===== config.mk =====
export PLATFORM = sky130hd
export DESIGN_NAME = swap_slot_allocator
export DESIGN_NICKNAME = d
export VERILOG_FILES = /design/src/sv/ssa_pkg.sv /design/src/sv/ssa_front.sv /design/src/sv/ssa_queue.sv /design/src/sv/ssa_back.sv /design/src/sv/swap_slot_allocator.sv
export SDC_FILE = /design/constraint.sdc
export NUM_CORES = 1
export LEC_CHECK = 0
export BUFFER_PORTS_ARGS = -buffer_cell sky130_fd_sc_hd__buf_2
export CORE_MARGIN = 10
export CORE_UTILIZATION = 35
export CTS_BUF_LIST = sky130_fd_sc_hd__clkbuf_2 sky130_fd_sc_hd__clkbuf_4 sky130_fd_sc_hd__clkbuf_8
export CTS_CLUSTER_DIAMETER = 40
export DETAILED_ROUTE_END_ITERATION = 6
export GPL_TIMING_DRIVEN = 1
export PLACE_DENSITY = 0.59
export SLEW_MARGIN = 20
export SYNTH_ARGS = -nofsm -noshare
export SYNTH_HDL_FRONTEND = slang
export SYNTH_SLANG_ARGS = --single-unit

===== constraint.sdc =====
create_clock -name clk -period 13.4 [get_ports clk]
set_input_delay 2.01 -clock clk [delete_from_list [all_inputs] [get_ports clk]]
set_output_delay 2.01 -clock clk [all_outputs]
set_load 0.01 [all_outputs]

===== src/sv/ssa_pkg.sv =====
// Shared types and constants of the swap slot allocator.
// No dependencies; every other file imports this package.
`default_nettype none
package ssa_pkg;

	// Bitmap storage is organized in rows of this many slot bits.
	localparam int WORD_BITS = 32;
	localparam int LOG_W     = 5;

	// Field widths of the ports.
	localparam int CFG_W     = 11;
	localparam int STATUS_W  = 2;
	localparam int GSLOT_W   = 10;
	localparam int REQ_W     = 10;
	localparam int SECTOR_W  = 13;

	localparam logic [CFG_W-1:0] SLOT_COUNT_RESET = 11'd1024;

	localparam int DEF_SLOTS = 1024;
	localparam int DEF_SPP   = 8;

	// Command queue between the front and the back.
	localparam int QUEUE_DEPTH = 2;
	localparam int QP_W        = 1;
	localparam int QC_W        = 2;

	typedef enum logic [STATUS_W-1:0] {
		ST_OK   = 2'd0,
		ST_FULL = 2'd1,
		ST_BAD  = 2'd2
	} status_t;

	// One classified request: status and the slot (low bits) to emit a run for.
	typedef struct packed {
		status_t               status;
		logic [SECTOR_W-1:0]   slot;
	} q_entry_t;

endpackage
`default_nettype wire


===== src/sv/ssa_front.sv =====
// Front part of the swap slot allocator: accepts requests, searches and updates
// the slot bitmap memory and pushes one classified command per request. Uses ssa_pkg.
`default_nettype none
module ssa_front #(
	parameter int SLOTS = ssa_pkg::DEF_SLOTS
) (
	input  wire logic                      clk,
	input  wire logic                      arst_n,
	input  wire logic                      start,
	input  wire logic                      func,
	input  wire logic [ssa_pkg::REQ_W-1:0] slot_number,
	input  wire logic [ssa_pkg::CFG_W-1:0] slot_count,
	output logic                           busy,
	output logic                           q_push,
	output ssa_pkg::q_entry_t              q_entry,
	input  wire logic                      q_full
);
	import ssa_pkg::*;

	localparam int CNT_W    = $clog2(SLOTS + 1);
	localparam int ROWS     = (SLOTS + WORD_BITS - 1) / WORD_BITS;
	localparam int ROW_W    = (ROWS > 1) ? $clog2(ROWS) : 1;
	localparam int MEM_ROWS = 1 << ROW_W;
	localparam int IDX_W    = ROW_W + LOG_W;
	localparam int TAIL_W   = LOG_W + 1;

	typedef enum logic [4:0] {
		FS_CLEAR = 5'b00001,
		FS_IDLE  = 5'b00010,
		FS_READ  = 5'b00100,
		FS_EVAL  = 5'b01000,
		FS_PUSH  = 5'b10000
	} fstate_t;

	fstate_t                state_q;
	logic [ROW_W-1:0]       row_q;
	logic                   func_q;
	logic [IDX_W-1:0]       req_q;
	logic [CNT_W-1:0]       limit_q;
	logic [ROW_W-1:0]       last_row_q;
	logic [TAIL_W-1:0]      tail_q;
	q_entry_t               res_q;

	logic [WORD_BITS-1:0]   mem [MEM_ROWS];
	logic [WORD_BITS-1:0]   rdata_q;
	logic                   mem_we;
	logic [WORD_BITS-1:0]   mem_wdata;

	logic [CNT_W-1:0]       lim;
	logic [31:0]            lim_m1;
	logic                   bad_req;
	logic [WORD_BITS-1:0]   row_mask;
	logic [WORD_BITS-1:0]   avail;
	logic                   alloc_found;
	logic [LOG_W-1:0]       pick;
	logic [IDX_W-1:0]       alloc_idx;
	logic                   req_bit;

	// Effective slot count, saturated to the bitmap size.
	always_comb begin
		lim = (32'(slot_count) > 32'(SLOTS)) ? CNT_W'(SLOTS) : CNT_W'(slot_count);
		lim_m1 = 32'(lim) - 32'd1;
		bad_req = func && (32'(slot_number) >= 32'(lim));
	end

	// Lowest free slot in the current row, limited to slots below the count.
	always_comb begin
		for (int j = 0; j < WORD_BITS; j++) begin
			row_mask[j] = (row_q != last_row_q) || (TAIL_W'(j) < tail_q);
		end
		avail = ~rdata_q & row_mask;
		alloc_found = |avail;
		pick = '0;
		for (int j = WORD_BITS - 1; j >= 0; j--) begin
			if (avail[j]) begin
				pick = LOG_W'(j);
			end
		end
		alloc_idx = {row_q, pick};
		req_bit = rdata_q[req_q[LOG_W-1:0]];
	end

	always_comb begin
		mem_we = 1'b0;
		mem_wdata = '0;
		case (state_q)
			FS_CLEAR: begin
				mem_we = 1'b1;
			end
			FS_EVAL: begin
				if (func_q) begin
					mem_we = req_bit;
					mem_wdata = rdata_q & ~(WORD_BITS'(1) << req_q[LOG_W-1:0]);
				end else begin
					mem_we = alloc_found;
					mem_wdata = rdata_q | (WORD_BITS'(1) << pick);
				end
			end
			default: begin
				mem_we = 1'b0;
			end
		endcase
	end

	// Bitmap memory: one row written and one row read per cycle, read data registered.
	always_ff @(posedge clk) begin
		if (mem_we) begin
			mem[row_q] <= mem_wdata;
		end
		rdata_q <= mem[row_q];
	end

	// After reset the bitmap is cleared one row per cycle before any request is taken.
	always_ff @(posedge clk or negedge arst_n) begin
		if (!arst_n) begin
			state_q <= FS_CLEAR;
			row_q <= '0;
		end else begin
			case (state_q)
				FS_CLEAR: begin
					if (row_q == ROW_W'(ROWS - 1)) begin
						row_q <= '0;
						state_q <= FS_IDLE;
					end else begin
						row_q <= row_q + ROW_W'(1);
					end
				end
				FS_IDLE: begin
					if (start) begin
						if (!func) begin
							if (lim == '0) begin
								state_q <= FS_PUSH;
							end else begin
								row_q <= '0;
								state_q <= FS_READ;
							end
						end else if (bad_req) begin
							state_q <= FS_PUSH;
						end else begin
							row_q <= ROW_W'(32'(slot_number) >> LOG_W);
							state_q <= FS_READ;
						end
					end
				end
				FS_READ: begin
					state_q <= FS_EVAL;
				end
				FS_EVAL: begin
					if (func_q || alloc_found || row_q == last_row_q) begin
						state_q <= FS_PUSH;
					end else begin
						row_q <= row_q + ROW_W'(1);
						state_q <= FS_READ;
					end
				end
				FS_PUSH: begin
					if (!q_full) begin
						state_q <= FS_IDLE;
					end
				end
				default: begin
					state_q <= FS_IDLE;
				end
			endcase
		end
	end

	// The command starts out as the error outcome and is replaced on success.
	always_ff @(posedge clk) begin
		if (state_q == FS_IDLE && start) begin
			func_q <= func;
			req_q <= IDX_W'(slot_number);
			limit_q <= lim;
			last_row_q <= ROW_W'(lim_m1 >> LOG_W);
			tail_q <= TAIL_W'(lim_m1[LOG_W-1:0]) + TAIL_W'(1);
			res_q.status <= func ? ST_BAD : ST_FULL;
			res_q.slot <= '0;
		end else if (state_q == FS_EVAL) begin
			if (func_q && req_bit) begin
				res_q.status <= ST_OK;
				res_q.slot <= SECTOR_W'(req_q);
			end else if (!func_q && alloc_found) begin
				res_q.status <= ST_OK;
				res_q.slot <= SECTOR_W'(alloc_idx);
			end
		end
	end

	assign busy = (state_q != FS_IDLE);
	assign q_push = (state_q == FS_PUSH) && !q_full;
	assign q_entry = res_q;

`ifndef SYNTHESIS
	a_alloc_in_range: assert property (@(posedge clk) disable iff (!arst_n)
		(state_q == FS_EVAL && !func_q && alloc_found) |-> (32'(alloc_idx) < 32'(limit_q)))
		else $error("allocated slot lies at or above the slot count");

	a_row_in_range: assert property (@(posedge clk) disable iff (!arst_n)
		(state_q == FS_READ || state_q == FS_EVAL) |-> (row_q <= last_row_q))
		else $error("bitmap row scanned beyond the last counted row");
`endif

endmodule
`default_nettype wire


===== src/sv/ssa_queue.sv =====
// Short command queue between the front and the back of the swap slot allocator.
// Uses the entry type of ssa_pkg.
`default_nettype none
module ssa_queue (
	input  wire logic               clk,
	input  wire logic               arst_n,
	input  wire logic               push,
	input  ssa_pkg::q_entry_t       push_entry,
	output logic                    full,
	input  wire logic               pop,
	output logic                    valid,
	output ssa_pkg::q_entry_t       head
);
	import ssa_pkg::*;

	q_entry_t           entries_q [QUEUE_DEPTH];
	logic [QP_W-1:0]    wr_ptr_q;
	logic [QP_W-1:0]    rd_ptr_q;
	logic [QC_W-1:0]    count_q;
	logic               do_pop;

	assign full = (count_q == QC_W'(QUEUE_DEPTH));
	assign valid = (count_q != '0);
	assign head = entries_q[rd_ptr_q];
	assign do_pop = pop && valid;

	always_ff @(posedge clk) begin
		if (push) begin
			entries_q[wr_ptr_q] <= push_entry;
		end
	end

	always_ff @(posedge clk or negedge arst_n) begin
		if (!arst_n) begin
			wr_ptr_q <= '0;
			rd_ptr_q <= '0;
			count_q <= '0;
		end else begin
			if (push) begin
				wr_ptr_q <= wr_ptr_q + QP_W'(1);
			end
			if (do_pop) begin
				rd_ptr_q <= rd_ptr_q + QP_W'(1);
			end
			if (push && !do_pop) begin
				count_q <= count_q + QC_W'(1);
			end else if (do_pop && !push) begin
				count_q <= count_q - QC_W'(1);
			end
		end
	end

`ifndef SYNTHESIS
	a_no_overflow: assert property (@(posedge clk) disable iff (!arst_n)
		push |-> (!full || pop))
		else $error("command pushed into a full queue");
`endif

endmodule
`default_nettype wire


===== src/sv/ssa_back.sv =====
// Back part of the swap slot allocator: takes classified commands from the queue
// and emits one result per cycle, a sector run or a single error result. Uses ssa_pkg.
`default_nettype none
module ssa_back #(
	parameter int PAGE_SECTORS = ssa_pkg::DEF_SPP
) (
	input  wire logic                         clk,
	input  wire logic                         arst_n,
	input  wire logic                         q_valid,
	input  ssa_pkg::q_entry_t                 q_head,
	output logic                              q_pop,
	output logic                              result_strobe,
	output logic [ssa_pkg::STATUS_W-1:0]      status,
	output logic [ssa_pkg::GSLOT_W-1:0]       granted_slot,
	output logic [ssa_pkg::SECTOR_W-1:0]      sector_address,
	output logic                              last_beat
);
	import ssa_pkg::*;

	localparam int BEAT_W = (PAGE_SECTORS > 1) ? $clog2(PAGE_SECTORS) : 1;

	logic                   active_q;
	logic [BEAT_W-1:0]      beat_q;
	logic [SECTOR_W-1:0]    base_q;
	logic [GSLOT_W-1:0]     slot_q;
	logic                   run_last;
	logic [SECTOR_W-1:0]    head_base;

	logic                   strobe_q;
	status_t                status_q;
	logic [GSLOT_W-1:0]     gslot_q;
	logic [SECTOR_W-1:0]    sector_q;
	logic                   last_q;

	assign run_last = active_q && (beat_q == BEAT_W'(PAGE_SECTORS - 1));
	// The next command is taken while the last beat of the current run goes out.
	assign q_pop = q_valid && !active_q;
	assign head_base = SECTOR_W'(32'(q_head.slot) * 32'(PAGE_SECTORS));

	always_ff @(posedge clk or negedge arst_n) begin
		if (!arst_n) begin
			active_q <= 1'b0;
			strobe_q <= 1'b0;
			beat_q <= '0;
		end else begin
			strobe_q <= q_pop || active_q;
			if (q_pop) begin
				active_q <= (q_head.status == ST_OK) && (PAGE_SECTORS > 1);
				beat_q <= BEAT_W'(1);
			end else if (active_q) begin
				active_q <= !run_last;
				beat_q <= beat_q + BEAT_W'(1);
			end
		end
	end

	always_ff @(posedge clk) begin
		if (q_pop) begin
			base_q <= head_base;
			slot_q <= GSLOT_W'(q_head.slot);
			status_q <= q_head.status;
			if (q_head.status == ST_OK) begin
				gslot_q <= GSLOT_W'(q_head.slot);
				sector_q <= head_base;
				last_q <= (PAGE_SECTORS == 1);
			end else begin
				gslot_q <= '0;
				sector_q <= '0;
				last_q <= 1'b1;
			end
		end else if (active_q) begin
			status_q <= ST_OK;
			gslot_q <= slot_q;
			sector_q <= base_q + SECTOR_W'(beat_q);
			last_q <= run_last;
		end
	end

	assign result_strobe = strobe_q;
	assign status = status_q;
	assign granted_slot = gslot_q;
	assign sector_address = sector_q;
	assign last_beat = last_q;

`ifndef SYNTHESIS
	a_error_single: assert property (@(posedge clk) disable iff (!arst_n)
		(strobe_q && status_q != ST_OK) |-> (last_q && sector_q == '0 && gslot_q == '0))
		else $error("error result is not a single cleared last result");

	a_run_contiguous: assert property (@(posedge clk) disable iff (!arst_n)
		(strobe_q && !last_q) |=>
		(strobe_q && status_q == ST_OK && sector_q == $past(sector_q) + SECTOR_W'(1)))
		else $error("sector run broken or not contiguous");
`endif

endmodule
`default_nettype wire


===== src/sv/swap_slot_allocator.sv =====
// Top level of the swap slot allocator: slot count register, front, command queue, back.
// Depends on ssa_pkg, ssa_front, ssa_queue and ssa_back.
//
// Usage. A request (func, slot_number) is taken at a clock edge with start high and
// busy low. func 0 allocates the lowest free slot below the slot count, func 1 frees
// slot_number. Each request gives either PAGE_SECTORS results with consecutive
// sector addresses, last_beat on the final one, or one error result (status full or
// invalid slot) with last_beat set. A result is valid for the one cycle in which
// result_strobe is high; the receiver cannot stall, and none is needed.
// The slot count is written over cfg_valid/cfg_data (cfg_ready is always high); the user
// must write it only while no request is in flight, which the block does not enforce.
// Flow. For each bitmap row of 32 slots that it reads, the front passes a read state
// and then an evaluate state; it reads one row for a free of a slot in range, up to
// ceil(slot_count/32) for an allocate, none when rejected up front. It then waits for
// room in a two-entry queue. The back emits one result per cycle with no gap between
// runs while commands are queued; the front takes new requests while a run goes out.
// A command passes the queue and the back's output registers before its first result.
// Reset. Every slot becomes free and the slot count returns to 1024. The bitmap
// memory is cleared one row per cycle, ceil(SLOTS/32) rows (32 by default), with
// busy high during that pass.
`default_nettype none
module swap_slot_allocator #(
	parameter int SLOTS        = ssa_pkg::DEF_SLOTS,
	parameter int PAGE_SECTORS = ssa_pkg::DEF_SPP
) (
	input  wire logic                         clk,
	input  wire logic                         arst_n,
	input  wire logic                         start,
	output logic                              busy,
	input  wire logic                         func,
	input  wire logic [ssa_pkg::REQ_W-1:0]    slot_number,
	input  wire logic                         cfg_valid,
	output logic                              cfg_ready,
	input  wire logic [ssa_pkg::CFG_W-1:0]    cfg_data,
	output logic                              result_strobe,
	output logic [ssa_pkg::STATUS_W-1:0]      status,
	output logic [ssa_pkg::GSLOT_W-1:0]       granted_slot,
	output logic [ssa_pkg::SECTOR_W-1:0]      sector_address,
	output logic                              last_beat
);
	import ssa_pkg::*;

	logic [CFG_W-1:0]   slot_count_q;
	logic               q_push;
	q_entry_t           q_in;
	logic               q_full;
	logic               q_pop;
	logic               q_valid;
	q_entry_t           q_head;

	assign cfg_ready = 1'b1;

	always_ff @(posedge clk or negedge arst_n) begin
		if (!arst_n) begin
			slot_count_q <= SLOT_COUNT_RESET;
		end else if (cfg_valid && cfg_ready) begin
			slot_count_q <= cfg_data;
		end
	end

	ssa_front #(
		.SLOTS (SLOTS)
	) u_front (
		.clk         (clk),
		.arst_n      (arst_n),
		.start       (start),
		.func        (func),
		.slot_number (slot_number),
		.slot_count  (slot_count_q),
		.busy        (busy),
		.q_push      (q_push),
		.q_entry     (q_in),
		.q_full      (q_full)
	);

	ssa_queue u_queue (
		.clk        (clk),
		.arst_n     (arst_n),
		.push       (q_push),
		.push_entry (q_in),
		.full       (q_full),
		.pop        (q_pop),
		.valid      (q_valid),
		.head       (q_head)
	);

	ssa_back #(
		.PAGE_SECTORS (PAGE_SECTORS)
	) u_back (
		.clk            (clk),
		.arst_n         (arst_n),
		.q_valid        (q_valid),
		.q_head         (q_head),
		.q_pop          (q_pop),
		.result_strobe  (result_strobe),
		.status         (status),
		.granted_slot   (granted_slot),
		.sector_address (sector_address),
		.last_beat      (last_beat)
	);

endmodule
`default_nettype wire

After elaboration in Yosys (flattened, before gate mapping)
Memories as Yosys holds them, arrays and structs flattened. A register that Yosys moved wholly into a read port is not among the register bits.
Index checks and enable logic that the tools add are counted.
{ "word_totals": {"mem_bits_rw": 1054, "ff_bits": 103, "n_memories": 2, "latch_bits": 0, "romBits": 0, "out_inout_bits": 29} }
{ "memory_table": {"columns": ["memory", "depth", "word_bits", "rd", "rd_ports_with_merged_regs", "write_ports", "line_no", "rtl"], "rows": [
  ["u_front.mem", 32, 32, 1, 1, 1, "ssa_front.sv:44", "logic [WORD_BITS-1:0] mem [MEM_ROWS];"],
  ["u_queue.entries_q", 2, 15, 1, 0, 1, "ssa_queue.sv:16", "q_entry_t entries_q [QUEUE_DEPTH];"]
]} }
{ "op_classes": {"n_div": 0, "n_reduce_logical": 65, "shifts": 2, "mul": 0, "order_cmp": 35, "bitwise": 5, "add_sub_neg": 9, "mux": 80, "eq_ne": 17} }
{ "ops": {"columns": ["operator", "count"], "rows": [
  ["$mux 5", 45],
  ["$lt 5x6->1 const A", 16],
  ["$and 32x32->32", 2],
  ["$mux 32", 2],
  ["$not 32->32", 2],
  ["$shl 1x5->32 const A", 2],
  ["$mux 15", 4],
  ["$lt 4x6->1 const A", 8],
  ["$mux 13", 3],
  ["$logic_or 1x1->1", 35],
  ["$or 32x32->32", 1],
  ["$reduce_or 32->1", 1],
  ["$mux 10", 3],
  ["$pmux 5 s5", 1],
  ["$lt 3x6->1 const A", 4],
  ["$pmux 5 s3", 1],
  ["$add 13x3->13", 1],
  ["$lt 1x6->1 const A", 2],
  ["$lt 2x6->1 const A", 2],
  ["$ge 10x11->1", 1],
  ["$gt 11x11->1 const B", 1],
  ["$logic_not 11->1", 1],
  ["$mux 1", 11],
  ["$mux 11", 1],
  ["other kinds (33)", 63]
]} }

Depth between registers and ports, before layout
Gate-level depths: netlist of run 1.
{ "logic_depth": {"ltp_word": 39, "mapped_depth": 15, "depth_no_buf": 15} }

Modules after synthesis
From an unflattened synthesis of run 1, not the netlist that was laid out.
{ "hier_totals": {"hier_cells": 2382, "hier_area_um2": 46950.0} }
{ "modules_own_cells": {"columns": ["module", "area_per_inst_um2", "cells_each", "seq_area_each_um2", "instances"], "rows": [
  ["ssa_front", 43892.1, 2219, 32562.5, 1],
  ["ssa_queue", 1326.3, 63, 1001.0, 1],
  ["ssa_back", 1271.2, 75, 905.9, 1],
  ["swap_slot_allocator", 460.4, 25, 276.5, 1]
]} }

Worst setup path after synthesis of run 1
Ideal clock, no wire load.
{ "synth_path": {"path_kind": "reg-to-reg", "startpoint": "register u_front.row_q[0]", "endpoint": "memory u_front.mem[0][24] (data pin)", "synth_period_minus_slack_ns": 4.316, "setup_slack_ns": 9.084, "path_buffers": 1, "required_ns": 12.932, "setup_time_ns": 0.468, "arrival_time_ns": 3.849, "stages_incl_launch_ff": 11, "cell_sequence": "dfrtp_1 -> buf_4 -> xnor2_2 -> nand4_2 -> o41ai_2 -> o21ai_1 -> or3_4 -> or2_1 -> nor3_4 -> nand2_2 -> o31ai_1"} }
{ "synth_via": {"elab_chain_len": 39, "elab_cells_between_ends": 70, "classes_between": "1 x eq/ne; 1 x shift; 34 x mux; 2 x bitwise; 32 x reduce/logical"} }
{ "synth_lines": {"columns": ["item", "line_no", "rtl"], "rows": [
  ["start: declaration", "ssa_front.sv:36", "logic [ROW_W-1:0] row_q;"],
  ["start signal: assignment", "ssa_front.sv:125", "row_q <= row_q + ROW_W'(1);"],
  ["start signal: assignment", "ssa_front.sv:140", "row_q <= ROW_W'(32'(slot_number) >> LOG_W);"],
  ["start signal: assignment", "ssa_front.sv:152", "row_q <= row_q + ROW_W'(1);"],
  ["$ne 5x5->1 *", "ssa_front.sv:69", "row_mask[j] = (row_q != last_row_q) || (TAIL_W'(j) < tail_q);"],
  ["$logic_or 1x1->1", "ssa_front.sv:69", null],
  ["$and 32x32->32 *", "ssa_front.sv:71", "avail = ~rdata_q & row_mask;"],
  ["$mux 5 (31 in series)", "ssa_front.sv:75", "if (avail[j]) begin"],
  ["$mux 5 *", "ssa_front.sv:75", null],
  ["$shl 1x5->32 *", "ssa_front.sv:96", "mem_wdata = rdata_q | (WORD_BITS'(1) << pick);"],
  ["$or 32x32->32 *", "ssa_front.sv:96", null],
  ["$mux 32 *", "ssa_front.sv:91", "if (func_q) begin"],
  ["$mux 32 *", "ssa_front.sv:86", "case (state_q)"],
  ["named net u_front.mem_wdata[24]", "ssa_front.sv:47", "logic [WORD_BITS-1:0] mem_wdata;"],
  ["end: declaration", "ssa_front.sv:44", null]
]} }
The timed path passes the listed nets; every way through them passes the cells marked *.

Worst setup path after layout of run 1
{ "layout_path": {"startpoint": "register u_front.row_q[2]", "endpoint": "memory u_front.mem[20][23], enable pin"} }
{ "layout_via": {"elab_chain_len": 8, "elab_cells_between_ends": 39, "classes_between": "1 x eq/ne; 4 x mux; 1 x bitwise; 33 x reduce/logical"} }
{ "layout_lines": {"columns": ["item", "line_no", "rtl"], "rows": [
  ["$ne 5x5->1", "ssa_front.sv:69", null],
  ["$logic_or 1x1->1", "ssa_front.sv:69", null],
  ["$and 32x32->32", "ssa_front.sv:71", null],
  ["$reduce_or 32->1", "ssa_front.sv:72", "alloc_found = |avail;"],
  ["$mux 1", "ssa_front.sv:91", null],
  ["$pmux 1 s2", "ssa_front.sv:86", null],
  ["$mux 1", "ssa_front.sv:107", "if (mem_we) begin"],
  ["$mux 1 (not written as such)", "ssa_front.sv:108", "mem[row_q] <= mem_wdata;"]
]} }
Parallel ways exist; a longest one is shown, timed or not.

==> metrics.csv, run 1 <==
stage,metric,value,unit
detailed_routing,vias per cell,5.57,
floorplanning,core area,131000,um^2
clock_network,Post-CTS Resized,0,
finish,design area,53200,um^2
floorplanning,Initial Util,35.3,%
timing,fmax,0.176,GHz
global_route,first-pass GRT wire length,184000,um
clock_network,Clock Latency Late Sink,0.88,ns
worst_setup_path,worst reg-to-reg path cell count,11,
pwr,pwr dens,181,nW/um^2
global_route,largest net degree at the start of global routing,113,
worst_setup_path,Critical Path Fanout Max,24,
worst_hold_path,hold depth,0,
clock_network,TritonCTS clock tree,done,
floorplanning,die height,384,um
finish,Final nets,2596,
synth,Yosys cell types,86,
timing,Rel. slew slack,22.1,%
worst_setup_path,"Req. time, crit path",14.03,ns
floorplanning,# rows,133,
worst_setup_path,CP Capture Type,flop,
place,GP Congestion,0.878,
synth,"Async S/R FF share, synth",2.56,%
floorplanning,Die X,384,um
synth,Post-synth EDFFs,1098,
worst_setup_path,WS Path Type,reg2reg,
timing,final hold vios,0,
worst_setup_path,Startpoint Class,flop,
synth,Ys Warns,0,
clock_network,TritonCTS Sinks,1170,
detailed_routing,Pre-antenna DRT Iters,7,
worst_hold_path,worst hold path type,reg2reg,
timing,Final min period,5.70,ns
clock_network,CTS Buf Count,179,
place,Port-buffer cells,53,
clock_network,Clock Tree Buf Depth,3,
detailed_routing,Avg WL per Cell,29.0,um
run_status,violated checks,DRC,
clock_network,post-CTS setup buffer count,0,
timing,setup slack after layout,7.70,ns
floorplanning,I/O pin count,55,
synth,syn nets,2432,
global_route,vias in the first global route,24500,
finish,Layout area overhead,14.7,%
synth,Mapped Area,46400,um^2
clock_network,Post-CTS Hold Buffers,0,
timing,Max Slew Vio Count,0,
flow_run,max_cap viols,0,
place,dpl hpwl,81100,um
timing,RSZ-0062 raised after global routing,no,
synth,"Seq/Total Area, Yosys",74.6,%
timing,setup TNS,0,ns
timing,"Setup violations, final",0,
detailed_routing,via count,24800,
pwr,Pleak,0.0153,uW
detailed_routing,drc violations,1,
global_route,gr ovfl total,0,
clock_network,H-tree Lvls,4,
finish,layout cell share with drive strength beyond 1,29.8,%
synth,synthesis-stage register bit count,1170,
floorplanning,die area,147000,um^2
synth,commonest register cell after synthesis,edfxtp_1,
run_status,status,finished with violations,
global_route,Tot GR Track Use,17.3,%
detailed_routing,Routed WL,129000,um
pwr,worst vdd ir,0.171,mV
timing,Layout Skew,0.0442,ns
synth,syn_area_per_cell,19.4,um^2
detailed_routing,remaining antenna violation count,0,
clock_network,clock root buffer,clkbuf_8,
detailed_routing,Starting DRT DRC Count,2870,
timing,Slew @ Worst Pin,1.17,ns
synth,post-synthesis cell count,2386,
global_route,initial antenna violation count,4,
place,Setup WS pre-CTS,7.87,ns
place,area post-placement,49300,um^2
clock_network,"Reg clk slew, reported paths",0.07,ns
worst_setup_path,Worst EP arrival,6.32,ns
timing,crit share post-route,42.5,%
per-layer routing:
metal  vias up  GRT usage [%]  part of all wire [%]
li1      10200              -                     -
met4         0           6.13                   3.1
met3       197           4.02                   9.4
met2      1296           26.4                    46
met5         -              0                     0
met1     13100           24.2                    42
power by group:
part / internal (uW) / switching (uW) / leakage [uW]
clock network: 1540 / 1390 / 0.00189
registers: 4120 / 274 / 0.00937
logic: 891 / 1410 / 0.00407
total: 6550 / 3070 / 0.0153
layout by cell type, fill, tap and decap left out, types with 8 or more instances in the layout:
cell type,synthesis,routed
clkinv_2,0,18
o21ai_1,24,18
dfxtp_1,42,42
o21ai_4,0,13
buf_16,0,9
mux2i_1,15,15
o31ai_4,0,8
nor3_1,23,22
and3_1,9,8
dfrtp_1,28,26
nand4_1,35,35
a22oi_1,130,130
clkbuf_8,0,184
a21oi_1,46,45
edfxtp_1,1098,1098
buf_12,0,12
mux4_2,266,266
buf_2,11,53
a31oi_1,16,16
mux2_2,16,16
o21ai_0,46,40
nor3b_1,11,10
nor2_4,0,33
inv_1,39,39
nor2_1,78,45
ha_1,20,20
clkbuf_4,0,67
clkinv_1,0,43
buf_4,13,54
nand2b_1,18,18
nand2_1,91,91
nand3_1,21,21
flip-flops by register name, summed over array words and instances (netlist names), 3 cells and up:
name                   cells
u_front.mem             1024
u_front.rdata_q           32
u_queue.entries_q         24
u_front.q_entry           12
slot_count_q              11
u_back.granted_slot       10
u_back.slot_q             10
u_front.req_q             10
u_front.tail_q             6
u_front.last_row_q         5
u_front.row_q              5
u_front.state_q            5
u_back.beat_q              3
u_back.sector_address      3
worst max-delay path, cell delays in order (launching register included):
cell and delay (ns):
dfrtp_1 0.94, xor2_1 0.30, nor2_1 0.81, a41oi_1 0.34, a2111oi_1 0.67, nand3_1 0.36, nor2_1 0.31, a221oi_4 0.10
buf_4 0.27, o21ai_4 0.74, nor2_4 0.30, buf_16 0.26
kinds of logic after synthesis:
kind of cell | synth area share, %
DFF | 74.6
and+or+nand+nor | 3.99
other | 0.00809
buffers and inverters | 1.74
AOI/OAI and AO/OA | 5.12
muxes | 13.7
adders and majority gates | 0.561
xor gates and xnor gates | 0.348
area by class of cell:
| cell class | count | area (um^2) |
|---|---|---|
| Tap cell | 1755 | 2200 |
| Clock buffer | 251 | 3040 |
| Timing Repair Buffer | 128 | 1160 |
| Sequential cell | 1170 | 34600 |
| Antenna cell | 1 | 2.50 |
| Inverter | 40 | 153 |
| Fill cell | 11700 | 78300 |
| Multi-Input combinational cell | 1031 | 11500 |
| Clock inverter | 78 | 507 |
synth_stat cells, types with 5 or more instances:
| master | n | area [um^2] |
|---|---|---|
| a21o_1 | 7 | 52.6 |
| a21oi_1 | 46 | 230 |
| a22oi_1 | 130 | 976 |
| a31oi_1 | 16 | 100 |
| and2_1 | 9 | 56.3 |
| and3_1 | 9 | 56.3 |
| and3b_1 | 6 | 52.6 |
| buf_1 | 35 | 131 |
| buf_2 | 11 | 55.1 |
| buf_4 | 13 | 97.6 |
| buf_6 | 6 | 67.6 |
| clkbuf_1 | 80 | 300 |
| dfrtp_1 | 28 | 701 |
| dfxtp_1 | 42 | 841 |
| edfxtp_1 | 1098 | 33000 |
| ha_1 | 20 | 250 |
| inv_1 | 39 | 146 |
| mux2_2 | 16 | 180 |
| mux2i_1 | 15 | 150 |
| mux4_2 | 266 | 5990 |
| nand2_1 | 91 | 342 |
| nand2b_1 | 18 | 113 |
| nand3_1 | 21 | 105 |
| nand3b_1 | 7 | 52.6 |
| nand4_1 | 35 | 219 |
| nor2_1 | 78 | 293 |
| nor2b_1 | 6 | 37.5 |
| nor3_1 | 23 | 115 |
| nor3b_1 | 11 | 82.6 |
| o211ai_1 | 5 | 37.5 |
| o21ai_0 | 46 | 230 |
| o21ai_1 | 24 | 120 |
| o31ai_1 | 19 | 143 |
| or2_1 | 6 | 37.5 |
| or2_2 | 5 | 31.3 |
| or3_1 | 5 | 31.3 |
| xnor2_1 | 7 | 61.3 |
worst paths after layout:
path	start	to	slack, ns
setup / recovery	u_front.row_q[2]	u_front.mem[20][23]	7.70
hold / removal	u_front.q_entry[4]	u_queue.entries_q[1][4]	0.46
setup reg to reg	u_front.row_q[2]	u_front.mem[20][23]	7.70
hold reg to reg	u_front.q_entry[4]	u_queue.entries_q[1][4]	0.46
max in group asynchronous	arst_n	u_front.row_q[1]	11.70
min in group asynchronous	arst_n	u_front.state_q[4]	1.18
stage by stage:
stage,total power (uW),hold WS (ns),std cells,utilization [%]
floorplan,5840,0.421,2386,-
global placement,6760,0.433,4104,37.4
detailed placement,6770,0.454,4110,37.5
CTS,9690,0.469,4439,40.2
global route,9990,0.475,4454,40.4
finish,9620,0.463,4454,40.4
Power figures use the tool's default switching activity.
==> inputs of run 2 (changes only) <==
Settings changed: ABC_AREA set to 1.
Clock period 13.4 ns to 5.94 ns, I/O delays scaled along.
==> metrics.csv, run 2 <==
stage,metric,value,unit,change
run_status,status,"finished, final reports clean",,was finished with violations
finish,Fillers,12300,,was 11700
worst_setup_path,max incr delay on CP,0.75,ns,was 0.94 ns
synth,Compound-Gate Fraction of Synth Area,13.6,%,was 5.12%
synth,syn nets,3732,,was 2432
synth,largest family of logic cells by synthesized area,compound AO/OA/AOI/OAI gates,,was multiplexers
clock_network,CTS Buf Count,191,,was 179
timing,Final min period,4.95,ns,was 5.70 ns
global_route,Tot GR Track Use,17.4,%,was 17.3%
global_route,GR peak layer,met2,,unchanged
clock_network,TritonCTS Sinks,1170,,unchanged
global_route,met1 Usage GRT,24.1,%,was 24.2%
pwr,final total power,23500,uW,was 9620 uW
finish,most frequent cells in the layout,"1098 x edfxtp_1, 596 x nor2_1, 596 x o21ai_0, 294 x nand2_1, 266 x o22ai_1",,"was 1098 x edfxtp_1, 266 x mux4_2, 184 x clkbuf_8, 130 x a22oi_1, 91 x nand2_1"
synth,synthesis-stage register bit count,1170,,unchanged
worst_setup_path,WS Path Type,reg2reg,,unchanged
synth,"Async S/R FF share, synth",2.56,%,unchanged
synth,"Seq/Total Area, Yosys",73.7,%,was 74.6%
finish,largest registers,"u_front.mem (1024), u_front.rdata_q (32), u_queue.entries_q (24)",,unchanged
floorplanning,die height,386,um,was 384 um
finish,"commonest non-fill, non-tap cell in the layout",edfxtp_1,,unchanged
clock_network,clock root buffer,clkbuf_8,,unchanged
worst_setup_path,"Req. time, crit path",6.48,ns,was 14.03 ns
detailed_routing,via count,31300,,was 24800
synth,post-synthesis adder-cell area fraction,0.533,%,was 0.561%
place,dpl hpwl,74700,um,was 81100 um
pwr,pwr dens,435,nW/um^2,was 181 nW/um^2
global_route,vias in the first global route,30100,,was 24500
global_route,gr ovfl total,0,,unchanged
synth,Yosys top cell by area,edfxtp_1,,unchanged
global_route,largest net degree at the start of global routing,170,,was 113
synth,simple-gate portion of the synthesized area,8.93,%,was 3.99%
timing,Slew @ Worst Pin,1.24,ns,was 1.17 ns
clock_network,TritonCTS clock tree,done,,unchanged
detailed_routing,Starting DRT DRC Count,3555,,was 2870
synth,syn_area_per_cell,12.7,um^2,was 19.4 um^2
synth,most frequent cell after synthesis,edfxtp_1,,unchanged
place,area post-placement,50100,um^2,was 49300 um^2
global_route,initial antenna violation count,5,,was 4
synth,Post-Synth XOR/XNOR Area,0.261,%,was 0.348%
finish,layout cell share with drive strength beyond 1,14.9,%,was 29.8%
worst_setup_path,Worst path top cell family by delay,simple AND/OR/NAND/NOR gates,,was compound AO/OA/AOI/OAI gates
synth,commonest register cell after synthesis,edfxtp_1,,unchanged
floorplanning,Die X,386,um,was 384 um
finish,design area,54100,um^2,was 53200 um^2
worst_setup_path,Startpoint Class,flop,,unchanged
worst_setup_path,worst path bufs/invs,5,,was 2
worst_setup_path,most frequent CP cell,inv_1,,was nor2_1
clock_network,Clock Latency Late Sink,0.90,ns,was 0.88 ns
synth,Ys Warns,0,,unchanged
detailed_routing,remaining antenna violation count,0,,unchanged
worst_setup_path,Worst EP arrival,5.49,ns,was 6.32 ns
timing,"Setup violations, final",0,,unchanged
global_route,first-pass GRT wire length,197000,um,was 184000 um
clock_network,post-CTS setup buffer count,0,,unchanged
place,Port-buffer cells,53,,unchanged
timing,final hold vios,0,,unchanged
worst_setup_path,CP cell instances,inv_1 > nor2_1 > inv_1 > o22ai_1 > a21oi_1 > o211ai_1 > o311ai_0 > nand3_1 > nand2_1 > inv_1 > a21oi_1 > nor2_1 > inv_1 > nand2_1 > nand2_1 > nor2_4 > buf_4,,was xor2_1 > nor2_1 > a41oi_1 > a2111oi_1 > nand3_1 > nor2_1 > a221oi_4 > buf_4 > o21ai_4 > nor2_4 > buf_16
timing,setup TNS,0,ns,unchanged
clock_network,"Reg clk slew, reported paths",0.06,ns,was 0.07 ns
finish,Top reg by flops,u_front.mem,,unchanged
place,GP Congestion,0.943,,was 0.878
detailed_routing,Avg WL per Cell,23.3,um,was 29.0 um
floorplanning,Initial Util,35.2,%,was 35.3%
synth,Post-synth EDFFs,1098,,unchanged
synth,synth top area cells,"edfxtp_1 70%, o21ai_0 6.4%, nor2_1 5.1%",,"was edfxtp_1 71%, mux4_2 13%, a22oi_1 2.1%"
synth,Yosys cell types,52,,was 86
finish,max FFs per register,1024,,unchanged
global_route,met3 Use GR,3.23,%,was 4.02%
worst_setup_path,Critical Path Fanout Max,16,,was 24
timing,Layout Skew,0.0661,ns,was 0.0442 ns
synth,Mapped Area,46900,um^2,was 46400 um^2
pwr,Pleak,0.0170,uW,was 0.0153 uW
detailed_routing,Routed WL,133000,um,was 129000 um
synth,Post-synth top cells,"1098 x edfxtp_1, 636 x nor2_1, 596 x o21ai_0",,"was 1098 x edfxtp_1, 266 x mux4_2, 130 x a22oi_1"
detailed_routing,Pre-antenna DRT Iters,7,,unchanged
synth,post-synth top area share,70.3,%,was 71.1%
clock_network,Post-CTS Resized,0,,unchanged
timing,Rel. slew slack,17.6,%,was 22.1%
worst_hold_path,worst hold path type,in2async,,was reg2reg
floorplanning,I/O pin count,55,,unchanged
synth,post-synthesis cell count,3686,,was 2386
detailed_routing,vias per cell,5.45,,was 5.57
timing,RSZ-0062 raised after global routing,no,,unchanged
floorplanning,die area,149000,um^2,was 147000 um^2
floorplanning,core area,133000,um^2,was 131000 um^2
finish,Layout area overhead,15.3,%,was 14.7%
synth,mux cell area share after synthesis,0.0667,%,was 13.7%
worst_setup_path,"Max stage delay cell, worst path",nor2_4,,was dfrtp_1
clock_network,Post-CTS Hold Buffers,0,,unchanged
timing,Max Slew Vio Count,0,,unchanged
timing,fmax,0.202,GHz,was 0.176 GHz
floorplanning,# rows,134,,was 133
finish,Final nets,3857,,was 2596
timing,crit share post-route,83.4,%,was 42.5%
pwr,worst vdd ir,0.302,mV,was 0.171 mV
clock_network,H-tree Lvls,4,,unchanged
global_route,GR Util met2,27.8,%,was 26.4%
flow_run,max_cap viols,0,,unchanged
clock_network,Clock Tree Buf Depth,3,,unchanged
detailed_routing,drc violations,0,,was 1
worst_setup_path,CP Capture Type,flop,,unchanged
## run 2: cell type report
class	count	area, um^2	area share (%)
diodes	1	2.50	0.00463
clock buffers	260	3230	5.98
clock inverters	88	767	1.42
inverters	123	474	0.876
multi-input cells	2159	11400	21.0
flip-flops and latches	1170	34600	63.9
well taps	1768	2210	4.09
repair buffers	166	1480	2.73
## run 2: power breakdown
| group | internal [uW] | switching [uW] | total (uW) | leakage (uW) |
|---|---|---|---|---|
| clock network | 4010 | 3290 | 7300 | 0.00210 |
| logic | 1760 | 4760 | 6520 | 0.00508 |
| registers | 9450 | 275 | 9730 | 0.00985 |
## run 2: metrics by stage
stage          utilization (%)  setup WS (ns)  hold WS (ns)  std cells
2_1_floorplan                -           1.69         0.420       3686
3_3_place_gp              37.6           1.04         0.423       5385
3_5_place_dp              37.6           1.10         0.434       5385
4_1_cts                   40.6           1.09        0.0344       5733
5_1_grt                   40.6          0.593         0.105       5735
6_report                  40.6          0.986        0.0883       5735
## run 2: final timing paths
check | start | depth (start not counted) | slack [ns] | endpoint
setup / recovery | u_front.req_q[0] | 17 | 0.99 | u_front.mem[13][5]
hold / removal | arst_n | 1 | 0.09 | slot_count_q[8]
setup reg to reg | u_front.req_q[0] | 17 | 0.99 | u_front.mem[13][5]
hold reg to reg | u_front.q_entry[14] | 0 | 0.46 | u_queue.entries_q[0][14]
max in group asynchronous | arst_n | 1 | 5.29 | u_front.row_q[0]
min in group clk | cfg_data[7] | 3 | 0.23 | slot_count_q[7]
## run 2: logic make-up after synthesis
group | count (synthesis)
buffers and inverters | 357
AO/OA/AOI/OAI | 1080
adder cells (fa/ha/maj) | 20
AND/OR/NAND/NOR | 1041
flip-flops | 1170
XOR/XNOR | 14
multiplexers | 3
other | 1
## run 2: routing by layer
metal / share of wire, % / wire length [um] / vias up
met5: 0 / 0 / -
met4: 2.3 / 3100 / 0
met3: 8.0 / 10600 / 223
met2: 47 / 62600 / 1404
met1: 43 / 57000 / 15700
li1: - / - / 14000
